### config.mk
export PLATFORM = sky130hd
export DESIGN_NAME = ppc_controller
export DESIGN_NICKNAME = d
export VERILOG_FILES = /design/src/hw/rtl/ppc_pkg.sv /design/src/hw/rtl/ppc_controller.sv
export SDC_FILE = /design/constraint.sdc
export NUM_CORES = 1
export LEC_CHECK = 0
export ABC_AREA = 0
export CAP_MARGIN = 10
export CORE_MARGIN = 3
export CORE_UTILIZATION = 53
export DETAILED_ROUTE_END_ITERATION = 10
export DONT_BUFFER_PORTS = 1
export PLACE_DENSITY = 0.74
export SLEW_MARGIN = 5
export SYNTH_ARGS = -nofsm -noshare
export SYNTH_HDL_FRONTEND = slang
export SYNTH_SLANG_ARGS = --single-unit
### constraint.sdc
create_clock -name aclk -period 2.3 [get_ports aclk]
set_input_delay 0.46 -clock aclk [delete_from_list [all_inputs] [get_ports aclk]]
set_output_delay 0.46 -clock aclk [all_outputs]
set_load 0.02 [all_outputs]
### src/hw/rtl/ppc_pkg.sv
package ppc_pkg;

    localparam int CoordW = 32;
    localparam int NormW  = 16;
    localparam int EpsW   = 12;
    localparam int SideW  = 40;
    localparam int TW     = 17;
    localparam int NumW   = SideW + 16;
    localparam int RegIdxW = 3;

    // Register indexes of the configuration port.
    localparam logic [RegIdxW-1:0] RegNormalX  = 3'd0;
    localparam logic [RegIdxW-1:0] RegNormalY  = 3'd1;
    localparam logic [RegIdxW-1:0] RegNormalZ  = 3'd2;
    localparam logic [RegIdxW-1:0] RegDistance = 3'd3;
    localparam logic [RegIdxW-1:0] RegEpsilon  = 3'd4;

    // Sources of the edge start and end vertex operands.
    localparam logic [1:0] SelCur   = 2'd0;
    localparam logic [1:0] SelPrev  = 2'd1;
    localparam logic [1:0] SelFirst = 2'd2;

    // Commands from the controller to the datapath.
    typedef struct packed {
        logic       load_cur;     // capture input vertex, clear accumulator
        logic       dot_en;       // accumulate one product of the dot product
        logic [1:0] axis;         // coordinate in use
        logic       side_done;    // finish side value of the current vertex
        logic       edge_start;   // latch edge operands (P, Q)
        logic [1:0] p_sel;        // edge start vertex
        logic [1:0] q_sel;        // edge end vertex
        logic       div_start;    // start the t divider
        logic       div_step;     // one restoring division step
        logic       div_fix;      // clamp t to 1.0 and latch it
        logic       mul_en;       // multiply one coordinate delta by t
        logic       lerp_en;      // add P and saturate one coordinate
        logic       out_p;        // load result register with P
        logic       out_i;        // load result register with intersection
        logic       out_marker;   // load result register with the empty marker
        logic       out_last;     // end_of_polygon for the loaded result
        logic       commit;       // shift current vertex into prev/first
        logic       make_first;   // also store the current vertex as first
    } ppc_cmd_t;

    // Status from the datapath to the controller.
    typedef struct packed {
        logic p_inside;    // side(P) >= -epsilon
        logic crossing;    // sign of (side > 0) differs between P and Q
        logic final_flag;  // current vertex closes the polygon
        logic close_emits; // closing edge (current to first) yields a result
    } ppc_sts_t;

endpackage

### src/hw/rtl/ppc_controller.sv
module ppc_controller (
    input  logic              aclk,
    input  logic              aresetn,
    input  logic              s_valid,
    output logic              s_ready,
    output logic              m_valid,
    input  logic              m_ready,
    output ppc_pkg::ppc_cmd_t cmd,
    input  ppc_pkg::ppc_sts_t sts
);
    localparam int StW = 4;
    localparam logic [StW-1:0] StIdle   = 4'd0;
    localparam logic [StW-1:0] StDot    = 4'd1;
    localparam logic [StW-1:0] StSide   = 4'd2;
    localparam logic [StW-1:0] StEdge   = 4'd3;
    localparam logic [StW-1:0] StTest   = 4'd4;
    localparam logic [StW-1:0] StDiv    = 4'd5;
    localparam logic [StW-1:0] StFix    = 4'd6;
    localparam logic [StW-1:0] StMul    = 4'd7;
    localparam logic [StW-1:0] StLerp   = 4'd8;
    localparam logic [StW-1:0] StEmitI  = 4'd9;
    localparam logic [StW-1:0] StNext   = 4'd10;
    localparam logic [StW-1:0] StWait   = 4'd11;
    localparam int DivSteps = ppc_pkg::NumW;
    localparam int CntW = $clog2(DivSteps + 1);

    logic [StW-1:0]  state_reg, state_next;
    logic [CntW-1:0] cnt_reg, cnt_next;
    logic [1:0]      edge_reg, edge_next;      // 0 prev->cur, 1 cur->first, 2 self
    logic            seen_reg, seen_next;
    logic            any_reg, any_next;        // a result emitted for this item
    logic            ov_reg, ov_next;          // output register full
    logic            p_done_reg, p_done_next;  // P test handled for this edge
    logic            last_edge;

    assign s_ready = (state_reg == StIdle);
    assign m_valid = ov_reg;
    // No result of this item can follow the current edge.
    assign last_edge = sts.final_flag && (edge_reg != 2'd0 || !sts.close_emits);

    always_comb begin
        state_next  = state_reg;
        cnt_next    = cnt_reg;
        edge_next   = edge_reg;
        seen_next   = seen_reg;
        any_next    = any_reg;
        p_done_next = p_done_reg;
        ov_next     = ov_reg && !m_ready;
        cmd         = '0;
        case (state_reg)
            StIdle: begin
                if (s_valid) begin
                    cmd.load_cur = 1'b1;
                    cnt_next     = '0;
                    any_next     = 1'b0;
                    state_next   = StDot;
                end
            end
            StDot: begin
                cmd.dot_en = 1'b1;
                cmd.axis   = cnt_reg[1:0];
                cnt_next   = cnt_reg + CntW'(1);
                if (cnt_reg == CntW'(2)) state_next = StSide;
            end
            StSide: begin
                cmd.side_done = 1'b1;
                if (!seen_reg) begin
                    if (sts.final_flag) begin
                        edge_next  = 2'd2;
                        state_next = StEdge;
                    end else begin
                        state_next = StNext;
                    end
                end else begin
                    edge_next  = 2'd0;
                    state_next = StEdge;
                end
            end
            StEdge: begin
                cmd.edge_start = 1'b1;
                case (edge_reg)
                    2'd0: begin
                        cmd.p_sel = ppc_pkg::SelPrev;
                        cmd.q_sel = ppc_pkg::SelCur;
                    end
                    2'd1: begin
                        cmd.p_sel = ppc_pkg::SelCur;
                        cmd.q_sel = ppc_pkg::SelFirst;
                    end
                    default: begin
                        cmd.p_sel = ppc_pkg::SelCur;
                        cmd.q_sel = ppc_pkg::SelCur;
                    end
                endcase
                p_done_next = 1'b0;
                state_next  = StTest;
            end
            StTest: begin
                if (!p_done_reg && sts.p_inside) begin
                    if (!ov_next) begin
                        cmd.out_p   = 1'b1;
                        cmd.out_last = last_edge && !sts.crossing;
                        ov_next     = 1'b1;
                        any_next    = 1'b1;
                        p_done_next = 1'b1;
                    end
                end else if (sts.crossing) begin
                    cmd.div_start = 1'b1;
                    cnt_next      = '0;
                    state_next    = StDiv;
                end else begin
                    state_next = StNext;
                end
            end
            StDiv: begin
                cmd.div_step = 1'b1;
                cnt_next     = cnt_reg + CntW'(1);
                if (cnt_reg == CntW'(DivSteps - 1)) state_next = StFix;
            end
            StFix: begin
                cmd.div_fix = 1'b1;
                cnt_next    = '0;
                state_next  = StMul;
            end
            StMul: begin
                cmd.mul_en = 1'b1;
                cmd.axis   = cnt_reg[1:0];
                state_next = StLerp;
            end
            StLerp: begin
                cmd.lerp_en = 1'b1;
                cnt_next    = cnt_reg + CntW'(1);
                state_next  = (cnt_reg == CntW'(2)) ? StEmitI : StMul;
            end
            StEmitI: begin
                if (!ov_next) begin
                    cmd.out_i    = 1'b1;
                    cmd.out_last = last_edge;
                    ov_next      = 1'b1;
                    any_next     = 1'b1;
                    state_next   = StNext;
                end
            end
            StNext: begin
                if (sts.final_flag && edge_reg == 2'd0 && seen_reg) begin
                    edge_next  = 2'd1;
                    state_next = StEdge;
                end else if (sts.final_flag && !any_reg) begin
                    if (!ov_next) begin
                        cmd.out_marker = 1'b1;
                        ov_next        = 1'b1;
                        state_next     = StWait;
                    end
                end else begin
                    state_next = StWait;
                end
            end
            StWait: begin
                cmd.commit     = 1'b1;
                cmd.make_first = !seen_reg;
                seen_next      = !sts.final_flag;
                state_next     = StIdle;
            end
            default: state_next = StIdle;
        endcase
    end

    always_ff @(posedge aclk) begin
        if (!aresetn) begin
            state_reg  <= StIdle;
            cnt_reg    <= '0;
            edge_reg   <= '0;
            seen_reg   <= 1'b0;
            any_reg    <= 1'b0;
            ov_reg     <= 1'b0;
            p_done_reg <= 1'b0;
        end else begin
            state_reg  <= state_next;
            cnt_reg    <= cnt_next;
            edge_reg   <= edge_next;
            seen_reg   <= seen_next;
            any_reg    <= any_next;
            ov_reg     <= ov_next;
            p_done_reg <= p_done_next;
        end
    end

endmodule

# After elaboration in Yosys (flattened, before gate mapping)
# Cells that the tools add are included.
dict set report word_totals {
  input_bits 8
  register_bits 16
  elab_cells 120
}
dict set report op_classes {
  addsub 1
  mux 58
  reduce_logical 29
  n_eq_ne 25
}
# operator count
set op_table {}
lappend op_table {{2-to-1 mux 4 bit} 12}
lappend op_table {{case mux 4 bit (11 select lines)} 1}
lappend op_table {{2-to-1 mux 1 bit} 29}
lappend op_table {{case mux 6 bit (4 select lines)} 1}
lappend op_table {{2-to-1 mux 6 bit} 3}
lappend op_table {{inequality test 2 bit, second input constant} 9}
lappend op_table {{== test 4 x 3 -> 1 bit, second input constant} 4}
lappend op_table {{== test 4 bit, second input constant} 4}
lappend op_table {{2-to-1 mux 2 bit} 5}
lappend op_table {{AND reduction 3 bit} 3}
lappend op_table {{== test 4 x 2 -> 1 bit, second input constant} 2}
lappend op_table {{logical AND 1 bit} 7}
lappend op_table {{zero test 1 bit} 7}
lappend op_table {{adder 6 x 1 -> 6 bit, second input constant} 1}
lappend op_table {{== test 6 x 2 -> 1 bit, second input constant} 1}
lappend op_table {{== test 6 bit, second input constant} 1}
lappend op_table {{case mux 1 bit (3 select lines)} 2}
lappend op_table {{case mux 3 bit (2 select lines)} 1}
lappend op_table {{AND reduction 6 bit} 1}
lappend op_table {{nonzero test 2 bit} 3}
lappend op_table {{2-to-1 mux 5 bit} 1}
lappend op_table {{== test 4 x 1 -> 1 bit, second input constant} 1}
lappend op_table {{zero test 4 bit} 1}
lappend op_table {{inequality test 4 bit, second input constant} 1}
lappend op_table {{11 further kinds} 12}

# Depth between registers and ports, before layout
dict set report logic_depth {
  ltp_word 7
  ltp_mapped 6
  mapped_depth_nobuf 5
}

# Least setup slack after synthesis
# Ideal clock, no wire load.
dict set report synth_path {
  path_type {reg2out}
  start {register state_reg[2]}
  end {output cmd[12] (netlist bit)}
  t_required_ps 1840
  t_arrival_ps 1686
  stages_incl_launch_ff 5
  path_slack_ps 154
  cell_sequence {dfxtp_1 > buf_2 > buf_2 > nor3_1 > and3_1}
}
# item line
set synth_rtl {}
lappend synth_rtl {{start, declared} ppc_controller.sv:27} ;# logic [StW-1:0] state_reg, state_next;
lappend synth_rtl {{start signal, assigned} ppc_controller.sv:170} ;# state_reg <= StIdle;
lappend synth_rtl {{start signal, assigned} ppc_controller.sv:178} ;# state_reg <= state_next;
lappend synth_rtl {{end, declared} ppc_controller.sv:8} ;# output ppc_pkg::ppc_cmd_t cmd,

==> flow_summary.ini <==
[floorplan]
rows = 17
core_area_um2 = 2230
boundaryPins = 31
die-area_um2 = 3010
initial_utilization = 0.566
die_h_um = 54.9
chipWidth_um = 54.9

[layout]
final_cells = 199
fin_nets = 182
final_common_cell = buf_4
seqCellArea_um2 = 323
multi_input_area_um2 = 862
nFillCells = 210
final_layout_size_suffix_gt1_frac = 0.199
syn2layout_area_growth_pct = 11.5
finalInstanceArea_um2 = 1410
final_cell_mix = 16 x buf_4, 15 x nand2_1, 14 x dfxtp_1
largest_reg_flops = 6
n_antenna_cell = 0

[power_and_ir_drop]
vdd_drop_max_v = 0.000555
p_clk_frac = 0.151
p_switching_uw = 609
combPwrFrac = 0.557
powerDensity_nw_per_um2 = 928
swShare = 0.465
finalPower_uw = 1310
seqPwrFrac = 0.292
p_leak_uw = 0.000514
internal_power_uw = 700

[placement]
port_buffers = 0
dpl-instance-area_um2 = 1360
post-place-ws_ns = 0.263
globalplace.congestion = 0.856
post-place-cells = 195
dp_hpwl_mm = 2.49

[route]
via_per_inst = 6.48
routed_wirelength_mm = 3.38
vias = 1290
postRouteAntennaNets = 0
drc = 0
first_iter_violations = 30
dr.pass1.iters = 4
post_drt_wl_per_cell_um = 17.0

[sta]
skew_ns = 0.000395
setup-tns-final_ns = 0
setup_violations = 0
tightest_slew_ns = 0.884
max_clock_freq_mhz = 455
period_needed_ns = 2.20
drv_slew = 0
slew_headroom = 0.402
setup_slack_ns = 0.103
rsz0062_at_grt = no
hold_viol_final = 0
final.period_utilization = 0.955

[worst_setup_path]
worstPathRequired_ns = 1.84
critPathMaxFanout = 19
cp_slowest_stage_delay_ns = 0.43
path_cells = buf_4, and4bb_2, nand2_1, nor3_1, buf_4
crit_family = simple AND/OR/NAND/NOR gates
critPathKind = reg2out
crit_path_frequent_cell = buf_4
cpMaxStageDelayCell = dfxtp_1
critPathBufInv = 2
start_kind = register
crit_path_end_kind = output port
cp.arrival_ns = 1.74

[logic_synthesis]
synth_seq_cells = 16
synth_top_flop_cell = dfxtp_1
ys_warn_count = 0
yosysUniqueCellTypes = 51
yosysSeqAreaShare = 0.253
avgSynthCellArea_um2 = 7.76
async_reset_ff_frac = 0
netlist_area_um2 = 1260
netlist_instances = 163
synth-edff-count = 0

[grt]
overflow = 0
grt_start_max_net_pins = 20
grt_pass1_vias = 1213
grt_pass1_wl_mm = 5.40
antenna_found_initial = 0
grt_usage = 0.249

[clock_network]
cts_num_sinks = 16
htree_levels = 1
clock_latency_ns = 0.30
clk_pin_slew_worst_paths_ns = 0.10
cts_resized = 3
clk_path_buf_depth = 2
cts_root_buffer = clkbuf_4
cts_made_buffers = 3
cts_tree = done
cts_hold_buf = 0
cts_setup_buffers = 0

[worst_hold_path]
hold_path.class = in2reg

[job]
maxCapViolCount = 0

[status]
status = complete, no violations
-- layout make-up --
class | count | area share
repair buffers | 16 | 0.0852
inverters | 9 | 0.0240
well taps | 28 | 0.0248
multi-input cells | 126 | 0.611
clock buffers | 4 | 0.0257
flip-flops and latches | 16 | 0.229
-- Yosys cell counts (2+ instances only) --
| master | instances | area (µm²) |
|---|---|---|
| a211oi_1 | 4 | 30.0 |
| a21oi_1 | 6 | 30.0 |
| a311oi_1 | 4 | 35.0 |
| a31oi_1 | 4 | 25.0 |
| a41oi_1 | 3 | 26.3 |
| and2_1 | 2 | 12.5 |
| and3_1 | 2 | 12.5 |
| buf_2 | 6 | 30.0 |
| buf_4 | 3 | 22.5 |
| clkbuf_1 | 4 | 15.0 |
| dfxtp_1 | 16 | 320 |
| ha_1 | 2 | 25.0 |
| inv_1 | 8 | 30.0 |
| mux2i_1 | 3 | 30.0 |
| nand2_1 | 15 | 56.3 |
| nand2b_1 | 9 | 56.3 |
| nand3_1 | 6 | 30.0 |
| nor2_1 | 12 | 45.0 |
| nor2b_1 | 4 | 25.0 |
| nor3_1 | 7 | 35.0 |
| nor3b_1 | 2 | 15.0 |
| nor4_1 | 2 | 12.5 |
| nor4_2 | 2 | 25.0 |
| nor4b_2 | 2 | 30.0 |
| nor4bb_1 | 2 | 20.0 |
| o21ai_0 | 2 | 10.0 |
| o21ai_1 | 3 | 15.0 |
| o21bai_1 | 2 | 15.0 |
| o31ai_1 | 3 | 22.5 |
| or3_1 | 2 | 12.5 |
-- final timing paths --
path / from / to / slack, ns / cells past startpoint
worst max-delay path: state_reg[1] / cmd[3] / 0.10 / 5
worst max register to register: state_reg[2] / cnt_reg[2] / 0.30 / 4
worst min register to register: cnt_reg[1] / cnt_reg[1] / 0.53 / 2
worst min-delay path: sts[1] / seen_reg / 0.24 / 1
-- metal layers --
layer | global-route usage | part of all wire | vias to the layer above
met5 | 0 | 0 | -
met4 | 0.108 | 0.024 | 0
met3 | 0.0327 | 0.071 | 10
met2 | 0.469 | 0.51 | 55
met1 | 0.272 | 0.39 | 608
li1 | - | - | 617
-- power groups by stage --
stage | Clock [µW] | Sequential, µW | Combinational, µW
floorplan | 0 | 346 | 574
global placement | 0 | 376 | 689
detailed placement | 0 | 378 | 717
CTS | 201 | 379 | 725
global route | 209 | 389 | 800
finish | 198 | 382 | 729
-- stage by stage --
stage                     hold WS, ns  utilization
after floorplan                 0.472            -
after global routing            0.245        0.631
final                           0.237        0.631
after detailed placement        0.512        0.607
after CTS                       0.235        0.630
after global placement          0.505        0.607
-- kinds of logic (layout without fill, tap and decap cells) --
logic type      Yosys count  after routing  share of synthesized area
simple gates             76             76                      0.358
compound gates           42             42                      0.255
buf+inv                  22             29                     0.0801
flops                    16             16                      0.253
mux                       3              3                     0.0237
fa+ha+maj                 2              2                     0.0198
other cells               1              2                    0.00296
xor+xnor                  1              1                    0.00693
No activity file was read; power rests on OpenSTA's default activity.
