**src/hw/rtl/ppc_pkg.sv**
```systemverilog
package ppc_pkg;

    localparam int CoordW = 32;
    localparam int NormW  = 16;
    localparam int EpsW   = 12;
    localparam int SideW  = 40;
    localparam int TW     = 17;
    localparam int NumW   = SideW + 16;
    localparam int RegIdxW = 3;

    // Register indexes of the configuration port.
    localparam logic [RegIdxW-1:0] RegNormalX  = 3'd0;
    localparam logic [RegIdxW-1:0] RegNormalY  = 3'd1;
    localparam logic [RegIdxW-1:0] RegNormalZ  = 3'd2;
    localparam logic [RegIdxW-1:0] RegDistance = 3'd3;
    localparam logic [RegIdxW-1:0] RegEpsilon  = 3'd4;

    // Sources of the edge start and end vertex operands.
    localparam logic [1:0] SelCur   = 2'd0;
    localparam logic [1:0] SelPrev  = 2'd1;
    localparam logic [1:0] SelFirst = 2'd2;

    // Commands from the controller to the datapath.
    typedef struct packed {
        logic       load_cur;     // capture input vertex, clear accumulator
        logic       dot_en;       // accumulate one product of the dot product
        logic [1:0] axis;         // coordinate in use
        logic       side_done;    // finish side value of the current vertex
        logic       edge_start;   // latch edge operands (P, Q)
        logic [1:0] p_sel;        // edge start vertex
        logic [1:0] q_sel;        // edge end vertex
        logic       div_start;    // start the t divider
        logic       div_step;     // one restoring division step
        logic       div_fix;      // clamp t to 1.0 and latch it
        logic       mul_en;       // multiply one coordinate delta by t
        logic       lerp_en;      // add P and saturate one coordinate
        logic       out_p;        // load result register with P
        logic       out_i;        // load result register with intersection
        logic       out_marker;   // load result register with the empty marker
        logic       out_last;     // end_of_polygon for the loaded result
        logic       commit;       // shift current vertex into prev/first
        logic       make_first;   // also store the current vertex as first
    } ppc_cmd_t;

    // Status from the datapath to the controller.
    typedef struct packed {
        logic p_inside;    // side(P) >= -epsilon
        logic crossing;    // sign of (side > 0) differs between P and Q
        logic final_flag;  // current vertex closes the polygon
        logic close_emits; // closing edge (current to first) yields a result
    } ppc_sts_t;

endpackage

```
**src/hw/rtl/ppc_datapath.sv**
```systemverilog
module ppc_datapath (
    input  logic                                aclk,
    input  ppc_pkg::ppc_cmd_t                   cmd,
    output ppc_pkg::ppc_sts_t                   sts,
    input  logic [ppc_pkg::CoordW-1:0]          in_x,
    input  logic [ppc_pkg::CoordW-1:0]          in_y,
    input  logic [ppc_pkg::CoordW-1:0]          in_z,
    input  logic                                in_final,
    input  logic signed [ppc_pkg::NormW-1:0]    normal_x,
    input  logic signed [ppc_pkg::NormW-1:0]    normal_y,
    input  logic signed [ppc_pkg::NormW-1:0]    normal_z,
    input  logic signed [ppc_pkg::CoordW-1:0]   plane_distance,
    input  logic [ppc_pkg::EpsW-1:0]            inside_epsilon,
    output logic [ppc_pkg::CoordW-1:0]          res_x,
    output logic [ppc_pkg::CoordW-1:0]          res_y,
    output logic [ppc_pkg::CoordW-1:0]          res_z,
    output logic                                res_has,
    output logic                                res_last
);
    localparam int CW = ppc_pkg::CoordW;
    localparam int SW = ppc_pkg::SideW;
    localparam int NW = ppc_pkg::NumW;
    localparam int TW = ppc_pkg::TW;
    localparam int AccW = 52;
    localparam int ProdW = CW + 1 + TW + 1;

    logic signed [CW-1:0] cur_reg [3];
    logic signed [CW-1:0] prev_reg [3];
    logic signed [CW-1:0] first_reg [3];
    logic signed [CW-1:0] p_reg [3];
    logic signed [CW-1:0] q_reg [3];
    logic signed [CW-1:0] ix_reg [3];
    logic signed [SW-1:0] cur_side_reg, prev_side_reg, first_side_reg;
    logic signed [SW-1:0] sp_reg, sq_reg;
    logic signed [AccW-1:0] acc_reg;
    logic                 final_reg;
    logic [NW-1:0]        rem_reg;
    logic [NW-1:0]        quo_reg;
    logic [NW-1:0]        num_reg;
    logic [SW-1:0]        den_reg;
    logic [TW-1:0]        t_reg;
    logic signed [ProdW-1:0] prod_reg;
    logic [1:0]           prod_axis_reg;

    logic signed [CW-1:0]   mul_coord;
    logic signed [ppc_pkg::NormW-1:0] mul_norm;
    logic signed [AccW-1:0] side_full;
    logic signed [SW-1:0]   side_val;
    logic signed [CW-1:0]   p_sel_v [3];
    logic signed [CW-1:0]   q_sel_v [3];
    logic signed [SW-1:0]   sp_sel, sq_sel;
    logic [SW-1:0]          an, ad;
    logic signed [SW:0]     den_s;
    logic [NW:0]            rem_try;
    logic [NW-1:0]          t_round;
    logic signed [CW:0]     delta;
    logic signed [ProdW-1:0] prod_r;
    logic signed [CW+1:0]   lerp;
    logic signed [CW-1:0]   lerp_sat;
    logic signed [SW-1:0]   neg_eps;

    // Select the normal component and coordinate for one dot product step.
    always_comb begin
        case (cmd.axis)
            2'd0: begin
                mul_coord = cur_reg[0];
                mul_norm  = normal_x;
            end
            2'd1: begin
                mul_coord = cur_reg[1];
                mul_norm  = normal_y;
            end
            default: begin
                mul_coord = cur_reg[2];
                mul_norm  = normal_z;
            end
        endcase
    end

    // Side value: round the Q.26 sum to Q28.12, then subtract the distance.
    assign side_full = (acc_reg + AccW'(8192)) >>> 14;
    assign side_val  = SW'(side_full) - SW'(plane_distance);

    // Edge operand selection.
    always_comb begin
        for (int i = 0; i < 3; i++) begin
            case (cmd.p_sel)
                ppc_pkg::SelPrev: p_sel_v[i] = prev_reg[i];
                default:          p_sel_v[i] = cur_reg[i];
            endcase
            case (cmd.q_sel)
                ppc_pkg::SelFirst: q_sel_v[i] = first_reg[i];
                default:           q_sel_v[i] = cur_reg[i];
            endcase
        end
        case (cmd.p_sel)
            ppc_pkg::SelPrev: sp_sel = prev_side_reg;
            default:          sp_sel = cur_side_reg;
        endcase
        case (cmd.q_sel)
            ppc_pkg::SelFirst: sq_sel = first_side_reg;
            default:           sq_sel = cur_side_reg;
        endcase
    end

    // Magnitudes for the division t = |sP| / |sP - sQ|.
    assign den_s  = SW'(sp_reg) - (SW+1)'(sq_reg);
    assign an     = sp_reg[SW-1] ? SW'(-sp_reg) : SW'(sp_reg);
    assign ad     = den_s[SW] ? SW'(-den_s) : SW'(den_s);
    assign rem_try = {rem_reg, num_reg[NW-1]} - (NW+1)'(den_reg);
    assign t_round = (quo_reg > NW'(65536)) ? NW'(65536) : quo_reg;

    // Interpolation for one coordinate at a time.
    assign delta    = (CW+1)'(q_reg[cmd.axis]) - (CW+1)'(p_reg[cmd.axis]);
    assign prod_r   = (prod_reg + ProdW'(32768)) >>> 16;
    assign lerp     = (CW+2)'(p_reg[prod_axis_reg]) + (CW+2)'(prod_r);
    assign lerp_sat = (lerp > (CW+2)'(32'sh7FFF_FFFF)) ? 32'sh7FFF_FFFF :
                      (lerp < -(CW+2)'(33'sh0_8000_0000)) ? 32'sh8000_0000 :
                      CW'(lerp);

    // Keep test against the signed tolerance.
    assign neg_eps = -$signed(SW'(inside_epsilon));

    assign sts.p_inside    = sp_reg >= neg_eps;
    assign sts.crossing    = (sp_reg > 0) != (sq_reg > 0);
    assign sts.final_flag  = final_reg;
    assign sts.close_emits = (cur_side_reg >= neg_eps) ||
                             ((cur_side_reg > 0) != (first_side_reg > 0));

    always_ff @(posedge aclk) begin
        // Vertex capture and dot product.
        if (cmd.load_cur) begin
            cur_reg[0] <= in_x;
            cur_reg[1] <= in_y;
            cur_reg[2] <= in_z;
            final_reg  <= in_final;
            acc_reg    <= '0;
        end else if (cmd.dot_en) begin
            acc_reg <= acc_reg + AccW'(mul_coord * mul_norm);
        end
        if (cmd.side_done) cur_side_reg <= side_val;
        // Edge operands.
        if (cmd.edge_start) begin
            for (int i = 0; i < 3; i++) begin
                p_reg[i] <= p_sel_v[i];
                q_reg[i] <= q_sel_v[i];
            end
            sp_reg <= sp_sel;
            sq_reg <= sq_sel;
        end
        // Restoring divider, one quotient bit per cycle; half the divisor is
        // added to the numerator so that the quotient rounds half up.
        if (cmd.div_start) begin
            num_reg <= (NW'(an) << 16) + NW'(ad[SW-1:1]);
            den_reg <= ad;
            rem_reg <= '0;
            quo_reg <= '0;
        end else if (cmd.div_step) begin
            num_reg <= num_reg << 1;
            if (!rem_try[NW]) begin
                rem_reg <= rem_try[NW-1:0];
                quo_reg <= {quo_reg[NW-2:0], 1'b1};
            end else begin
                rem_reg <= {rem_reg[NW-2:0], num_reg[NW-1]};
                quo_reg <= {quo_reg[NW-2:0], 1'b0};
            end
        end
        if (cmd.div_fix) t_reg <= TW'(t_round);
        // One coordinate multiply at a time, registered before the add.
        if (cmd.mul_en) begin
            prod_reg      <= ProdW'(delta * $signed({1'b0, t_reg}));
            prod_axis_reg <= cmd.axis;
        end
        if (cmd.lerp_en) ix_reg[prod_axis_reg] <= lerp_sat;
        // Result register.
        if (cmd.out_p) begin
            res_x   <= p_reg[0];
            res_y   <= p_reg[1];
            res_z   <= p_reg[2];
            res_has <= 1'b1;
            res_last <= cmd.out_last;
        end else if (cmd.out_i) begin
            res_x   <= ix_reg[0];
            res_y   <= ix_reg[1];
            res_z   <= ix_reg[2];
            res_has <= 1'b1;
            res_last <= cmd.out_last;
        end else if (cmd.out_marker) begin
            res_x   <= '0;
            res_y   <= '0;
            res_z   <= '0;
            res_has <= 1'b0;
            res_last <= 1'b1;
        end
        // Polygon state update after the item is done.
        if (cmd.commit) begin
            for (int i = 0; i < 3; i++) prev_reg[i] <= cur_reg[i];
            prev_side_reg <= cur_side_reg;
            if (cmd.make_first) begin
                for (int i = 0; i < 3; i++) first_reg[i] <= cur_reg[i];
                first_side_reg <= cur_side_reg;
            end
        end
    end

endmodule

```
**config.mk**
```make
export PLATFORM = sky130hd
export DESIGN_NAME = ppc_datapath
export DESIGN_NICKNAME = d
export VERILOG_FILES = /design/src/hw/rtl/ppc_pkg.sv /design/src/hw/rtl/ppc_datapath.sv
export SDC_FILE = /design/constraint.sdc
export NUM_CORES = 2
export LEC_CHECK = 0
export BUFFER_PORTS_ARGS = -buffer_cell sky130_fd_sc_hd__buf_2
export CAP_MARGIN = 0
export CORE_AREA = 2 2 392 433
export DETAILED_ROUTE_END_ITERATION = 10
export DIE_AREA = 0 0 394 435
export PLACE_DENSITY = 0.77
export SLEW_MARGIN = 20
export SYNTH_ARGS = -nofsm -noshare
export SYNTH_HDL_FRONTEND = slang
export SYNTH_SLANG_ARGS = --single-unit
export TNS_END_PERCENT = 5
```
**constraint.sdc**
```tcl
create_clock -name aclk -period 16.82 [get_ports aclk]
set_clock_uncertainty 0.1 [all_clocks]
set_input_delay 2.523 -clock aclk [delete_from_list [all_inputs] [get_ports aclk]]
set_output_delay 2.523 -clock aclk [all_outputs]
set_load 0.02 [all_outputs]
```
Word-level counts from Yosys, hierarchy flattened
Memory sizes are Yosys's and may differ from the RTL's. A register that Yosys moved wholly into a read port is not among the register bits.
Cells that the tools add are included.
{ "totals": {"word_cells": 99, "regBits": 628, "ramBits": 576, "n_memories": 6} }
{ "mem_list": {"columns": ["name", "words", "width", "rd", "rd_clocked_by_memory_dff", "wr", "line", "source"], "rows": [
  ["cur_reg", 3, 32, 3, 0, 3, "ppc_datapath.sv:27", "logic signed [CW-1:0] cur_reg [3];"],
  ["first_reg", 3, 32, 3, 0, 3, "ppc_datapath.sv:29", "logic signed [CW-1:0] first_reg [3];"],
  ["ix_reg", 3, 32, 3, 0, 1, "ppc_datapath.sv:32", "logic signed [CW-1:0] ix_reg [3];"],
  ["p_reg", 3, 32, 5, 1, 3, "ppc_datapath.sv:30", "logic signed [CW-1:0] p_reg [3];"],
  ["prev_reg", 3, 32, 3, 0, 3, "ppc_datapath.sv:28", "logic signed [CW-1:0] prev_reg [3];"],
  ["q_reg", 3, 32, 1, 0, 3, "ppc_datapath.sv:31", "logic signed [CW-1:0] q_reg [3];"]
]} }
{ "op_classes": {"n_mul": 2, "n_reduce_logical": 6, "n_lt_le_gt_ge": 9, "n_eq_ne": 5, "add_sub_neg": 12, "muxes": 40} }
{ "op_table": {"columns": ["cell", "count"], "rows": [
  ["32-bit two-way mux", 15],
  ["56-bit two-way mux", 3],
  ["40-bit by 1-bit > comparator with 1-bit output (second input constant)", 4],
  ["40-bit two-way mux", 4],
  ["40-bit >= comparator", 2],
  ["40-bit negation", 2],
  ["32-bit case mux with 2 select lines", 1],
  ["57-bit by 40-bit subtractor with 57-bit output", 1],
  ["56-bit by 39-bit adder with 56-bit output", 1],
  ["56-bit by 17-bit > comparator with 1-bit output (second input constant)", 1],
  ["52-bit by 15-bit adder with 52-bit output (second input constant)", 1],
  ["52-bit by 48-bit adder with 52-bit output", 1],
  ["50-bit by 17-bit adder with 50-bit output (second input constant)", 1],
  ["33-bit by 18-bit multiplier with 50-bit output", 1],
  ["32-bit by 16-bit multiplier with 48-bit output", 1],
  ["40-bit by 40-bit subtractor with 41-bit output", 1],
  ["12-bit negation with 40-bit output", 1],
  ["38-bit by 32-bit subtractor with 39-bit output", 1],
  ["32-bit by 34-bit adder with 34-bit output", 1],
  ["34-bit by 32-bit > comparator with 1-bit output (second input constant)", 1],
  ["34-bit by 32-bit less-than comparator with 1-bit output (second input constant)", 1],
  ["32-bit by 32-bit subtractor with 33-bit output", 1],
  ["16-bit case mux with 2 select lines", 1],
  ["1-bit two-way mux", 15],
  ["other kinds (10)", 12]
]} }

Depth between registers and ports, before layout
{ "depth": {"depth_word": 5, "ltp_mapped": 44, "depth_no_buf": 39} }

Worst setup path after synthesis
Ideal clock, no wire load.
{ "synth_timing": {"kind": "input port to flip-flop", "start": "input cmd[17] (netlist bit)", "end": "register prod_reg[49], data pin", "setup_time_ns": 0.262, "arrival_time_ns": 12.456, "path_stages": 40, "setup_slack_ns": 4.002, "cell_sequence": "clkbuf_1 > buf_1 > clkbuf_1 > clkbuf_1 > mux2i_1 > nor2_1 > a21oi_1 > ha_1 > fa_1 > nand2b_1 > a21boi_0 > o21ai_0 > a21oi_1 > o2111ai_1 > a31oi_1 > o21bai_1 > a21boi_0 > or2_2 > [4 not listed] > fa_1 > fa_1 > inv_1 > fa_1 > fa_1 > inv_1 > fa_1 > inv_1 > ha_1 > o21a_1 > nor2_1 > a41oi_1 > a311o_1 > nand4_1 > o211a_1 > o31a_1 > o31ai_1 > xnor2_1"} }
{ "synth_via": {"elab_chain_cells": 3} }
{ "synth_lines": {"columns": ["element", "line", "source"], "rows": [
  ["start, declared", "ppc_datapath.sv:3", "input ppc_pkg::ppc_cmd_t cmd,"],
  ["memory read 3 x 32 bit, on equally long branches", null, null],
  ["32-bit by 32-bit subtractor with 33-bit output (*)", "ppc_datapath.sv:114", "assign delta = (CW+1)'(q_reg[cmd.axis]) - (CW+1)'(p_reg[cmd.axis]);"],
  ["33-bit by 18-bit multiplier with 50-bit output (*)", "ppc_datapath.sv:171", "prod_reg <= ProdW'(delta * $signed({1'b0, t_reg}));"],
  ["end signal, assigned", "ppc_datapath.sv:171", null],
  ["end, declared", "ppc_datapath.sv:42", "logic signed [ProdW-1:0] prod_reg;"]
]} }
Mark *: on every way between the ends. The rest lies on a longest branch, timed or not.
A chain may end at the register's enable or synchronous reset.

Worst setup path after layout
{ "layout_timing": {"start": "input cmd[18] (netlist bit)", "end": "register prod_reg[48], data pin"} }
The elaborated chain is that of the path after synthesis.

==> flow_metrics.env <==
export IMPL_run_status="complete, no violations"
export IMPL_core_area_um2=167000
export IMPL_worstSkewPairLatency_ns=0.80
export IMPL_crit_path_start="cmd[18]"
export IMPL_yosys_area_share_simple_pct=11.9
export IMPL_synth_mux_area_fraction_pct=6.02
export IMPL_edff_count_synth=1019
export IMPL_cp_common_cell="sky130_fd_sc_hd__fa_1"
export IMPL_totalWireLength_mm=278
export IMPL_cp_top_family="adder cells"
export IMPL_setup_total_negative_slack_ns=0
export IMPL_cts_post_setup_buffers_inserted=0
export IMPL_worstSetupPathDepth=34
export IMPL_worstMarginPinSlew_ns=1.17
export IMPL_cts_hold_buffers_added=0
export IMPL_detail_route_vias_per_cell=6.03
export IMPL_commonest_non_fill_non_tap_cell_in_the_layout="sky130_fd_sc_hd__inv_1"
export IMPL_worst_path_buf_inv=6
export IMPL_timing_final_setup_violations=0
export IMPL_synth_xor_area_share_pct=3.72
export IMPL_detailroute_via_count=71700
export IMPL_critical_path_reg2reg_endpoint="prod_reg[47]"
export IMPL_crit_path_max_incr_delay_ns=0.82
export IMPL_clock_tree_root_cell="sky130_fd_sc_hd__clkbuf_16"
export IMPL_gpl_final_weighted_congestion=0.991
export IMPL_synth_async_reset_ratio_pct=0
export IMPL_worst_hold_path_type="reg2reg"
export IMPL_hold_viol=0
export IMPL_pin_count_of_the_biggest_net_entering_global_routing=131
export IMPL_required_ns=17.23
export IMPL_clock_path_buffers=3
export IMPL_syn_nets=11200
export IMPL_first_global_vias=73400
export IMPL_worst_setup_path_end_kind="flip-flop"
export IMPL_synthDominantCellAreaShare_pct=30.7
export IMPL_worst_setup_path_type="in2reg"
export IMPL_beginning_of_the_worst_register_to_register_path="q_reg[1][1]"
export IMPL_register_to_register_setup_slack_ns=6.34
export IMPL_floorplan_io_pins=313
export IMPL_worst_setup_hold_path_clk_slew_ns=0.06
export IMPL_clock_sink_count=1186
export IMPL_r2r_cells=33
export IMPL_timing_max_transition_violations_final=0
export IMPL_max_freq_mhz=78.9
export IMPL_slew_headroom_pct=21.4
export IMPL_initial_core_util_pct=59.4
export IMPL_synth_seq_area_share_pct=34.1
export IMPL_postCtsResizedCells=0
export IMPL_finalHoldWorstSlack_ns=0.369
export IMPL_synthFlopType="sky130_fd_sc_hd__edfxtp_1"
export IMPL_synth_adder_area_share_pct=28.7
export IMPL_die_height_um=435
export IMPL_dp_final_hpwl_mm=211
export IMPL_setup_ws_ns=4.14
export IMPL_final_period_utilization_pct=75.4
export IMPL_buffer_ports_inserted=312
export IMPL_dr_pass1_iters=7
export IMPL_drv_max_cap_violation_count=0
export IMPL_timing_critical_path_slowest_stage_cell="sky130_fd_sc_hd__fa_1"
export IMPL_timing_critical_path_fanout_max=112
export IMPL_hold_start="res_has"
export IMPL_rows=158
export IMPL_syn_instance_count=9374
export IMPL_ys_ff_latch=1186
export IMPL_syn_area_um2=99500
export IMPL_netlist_top_cell_by_area="sky130_fd_sc_hd__edfxtp_1"
export IMPL_die_area_um2=171000
export IMPL_grt_usage_pct=32.6
export IMPL_synthesis_area_per_instance_um2=10.6
export IMPL_global_route_overflow_total=0
export IMPL_post_place_ws_ns=3.58
export IMPL_h_tree_depth=3
export IMPL_rsz0062_at_grt="false"
export IMPL_fill_cells=13100
export IMPL_antenna_violations_before_repair=14
export IMPL_critical_path_startpoint_type="input port"
export IMPL_tritoncts="yes"
export IMPL_finish_utilization_pct=64.4
export IMPL_ant_nets=0
export IMPL_wire_length_of_the_first_global_routing_pass_mm=428
export IMPL_wl_per_cell_um=23.3
export IMPL_layout_cell_share_with_drive_strength_beyond_1_pct=10.7
export IMPL_arrival_ns=13.09
export IMPL_worstHoldPathCells=2
export IMPL_fin_nets=11400
export IMPL_floorplan_die_width_um=394
export IMPL_layout_common_cells="sky130_fd_sc_hd__inv_1 (1276), sky130_fd_sc_hd__fa_1 (1083), sky130_fd_sc_hd__edfxtp_1 (1019)"
export IMPL_yosysWarningCount=0
export IMPL_dominant_combinational_cell_family_by_area_after_synthesis="adder cells"
export IMPL_synth_compound_gate_area_share_pct=9.25
export IMPL_drc_errors_left=0
export IMPL_synth_area_top_cells="sky130_fd_sc_hd__edfxtp_1 (31%), sky130_fd_sc_hd__fa_1 (22%), sky130_fd_sc_hd__ha_1 (6.9%)"
export IMPL_drt_iter0_drc=6256
export IMPL_synthToLayoutAreaGrowth_pct=8.26
export IMPL_capture_endpoint_of_the_worst_hold_path="res_has"
export IMPL_post_synth_num_cell_types=83
export IMPL_layout_min_cycle_time_ns=12.68
export IMPL_clock_buffers_created_by_tritoncts=121
## synthesized netlist by cell type (65+ instances only)
master and number:
sky130_fd_sc_hd__and2_1 343, sky130_fd_sc_hd__mux2_2 316, sky130_fd_sc_hd__a22o_1 96, sky130_fd_sc_hd__a21o_1 177, sky130_fd_sc_hd__ha_1 545, sky130_fd_sc_hd__nor2b_1 85
sky130_fd_sc_hd__nor3_1 74, sky130_fd_sc_hd__nand3_1 98, sky130_fd_sc_hd__xor2_1 120, sky130_fd_sc_hd__nand2_1 935, sky130_fd_sc_hd__xnor2_1 303, sky130_fd_sc_hd__fa_1 1083
sky130_fd_sc_hd__o21ai_0 271, sky130_fd_sc_hd__inv_1 1277, sky130_fd_sc_hd__a21oi_1 355, sky130_fd_sc_hd__nand4_1 77, sky130_fd_sc_hd__dfxtp_1 167, sky130_fd_sc_hd__edfxtp_1 1019
sky130_fd_sc_hd__nand2b_1 65, sky130_fd_sc_hd__nor2_1 580, sky130_fd_sc_hd__clkbuf_1 344, sky130_fd_sc_hd__mux2i_1 243, sky130_fd_sc_hd__o21a_1 86
## how the worst max path moves through the flow
stage / to / slack (ns)
floorplan: prod_reg[49] / 4.00
finish: prod_reg[48] / 4.14
global placement: prod_reg[48] / 3.73
detailed placement: prod_reg[48] / 3.58
global route: prod_reg[48] / 3.47
CTS: prod_reg[48] / 4.33
## worst min-delay path, cell delays in order, from the launching register on
cell	delay, ns
sky130_fd_sc_hd__dfxtp_1	0.31
sky130_fd_sc_hd__inv_1	0.04
sky130_fd_sc_hd__o21ai_0	0.07
## routing by layer
| metal | vias up | wire [um] | GRT usage, % |
|---|---|---|---|
| met1 | 35900 | 109000 | 43.1 |
| met3 | 661 | 25400 | 6.51 |
| li1 | 31900 | - | - |
| met2 | 3247 | 131000 | 52.8 |
| met5 | - | 41 | 0 |
| met4 | 6 | 12000 | 13.1 |
## cell families after synthesis
kind of cell / after synthesis
adder cells (fa/ha/maj): 1632
AND/OR/NAND/NOR: 2508
XOR/XNOR: 423
flip-flops: 1186
AO/OA/AOI/OAI: 1401
multiplexers: 559
buffers and inverters: 1665
## per-stage QoR
| stage | cells | cell area, um2 |
|---|---|---|
| detailed placement | 11700 | 104000 |
| floorplan | 9374 | 99500 |
| global route | 11900 | 108000 |
| CTS | 11900 | 108000 |
| global placement | 11700 | 104000 |
| finish | 11900 | 108000 |
## area by class of cell
| class | count | area, um2 | share of cell area, % |
|---|---|---|---|
| clock buffers | 147 | 3130 | 2.90 |
| inverters | 1277 | 4790 | 4.45 |
| flip-flops and latches | 1186 | 33900 | 31.5 |
| clock inverters | 81 | 937 | 0.870 |
| multi-input cells | 6523 | 59500 | 55.2 |
| diodes | 4 | 10.0 | 0.00929 |
| repair buffers | 443 | 2620 | 2.43 |
| well taps | 2240 | 2800 | 2.60 |
Power is not shown: default switching activity piles up to over one toggle a cycle in this logic, so the estimate is an artifact.
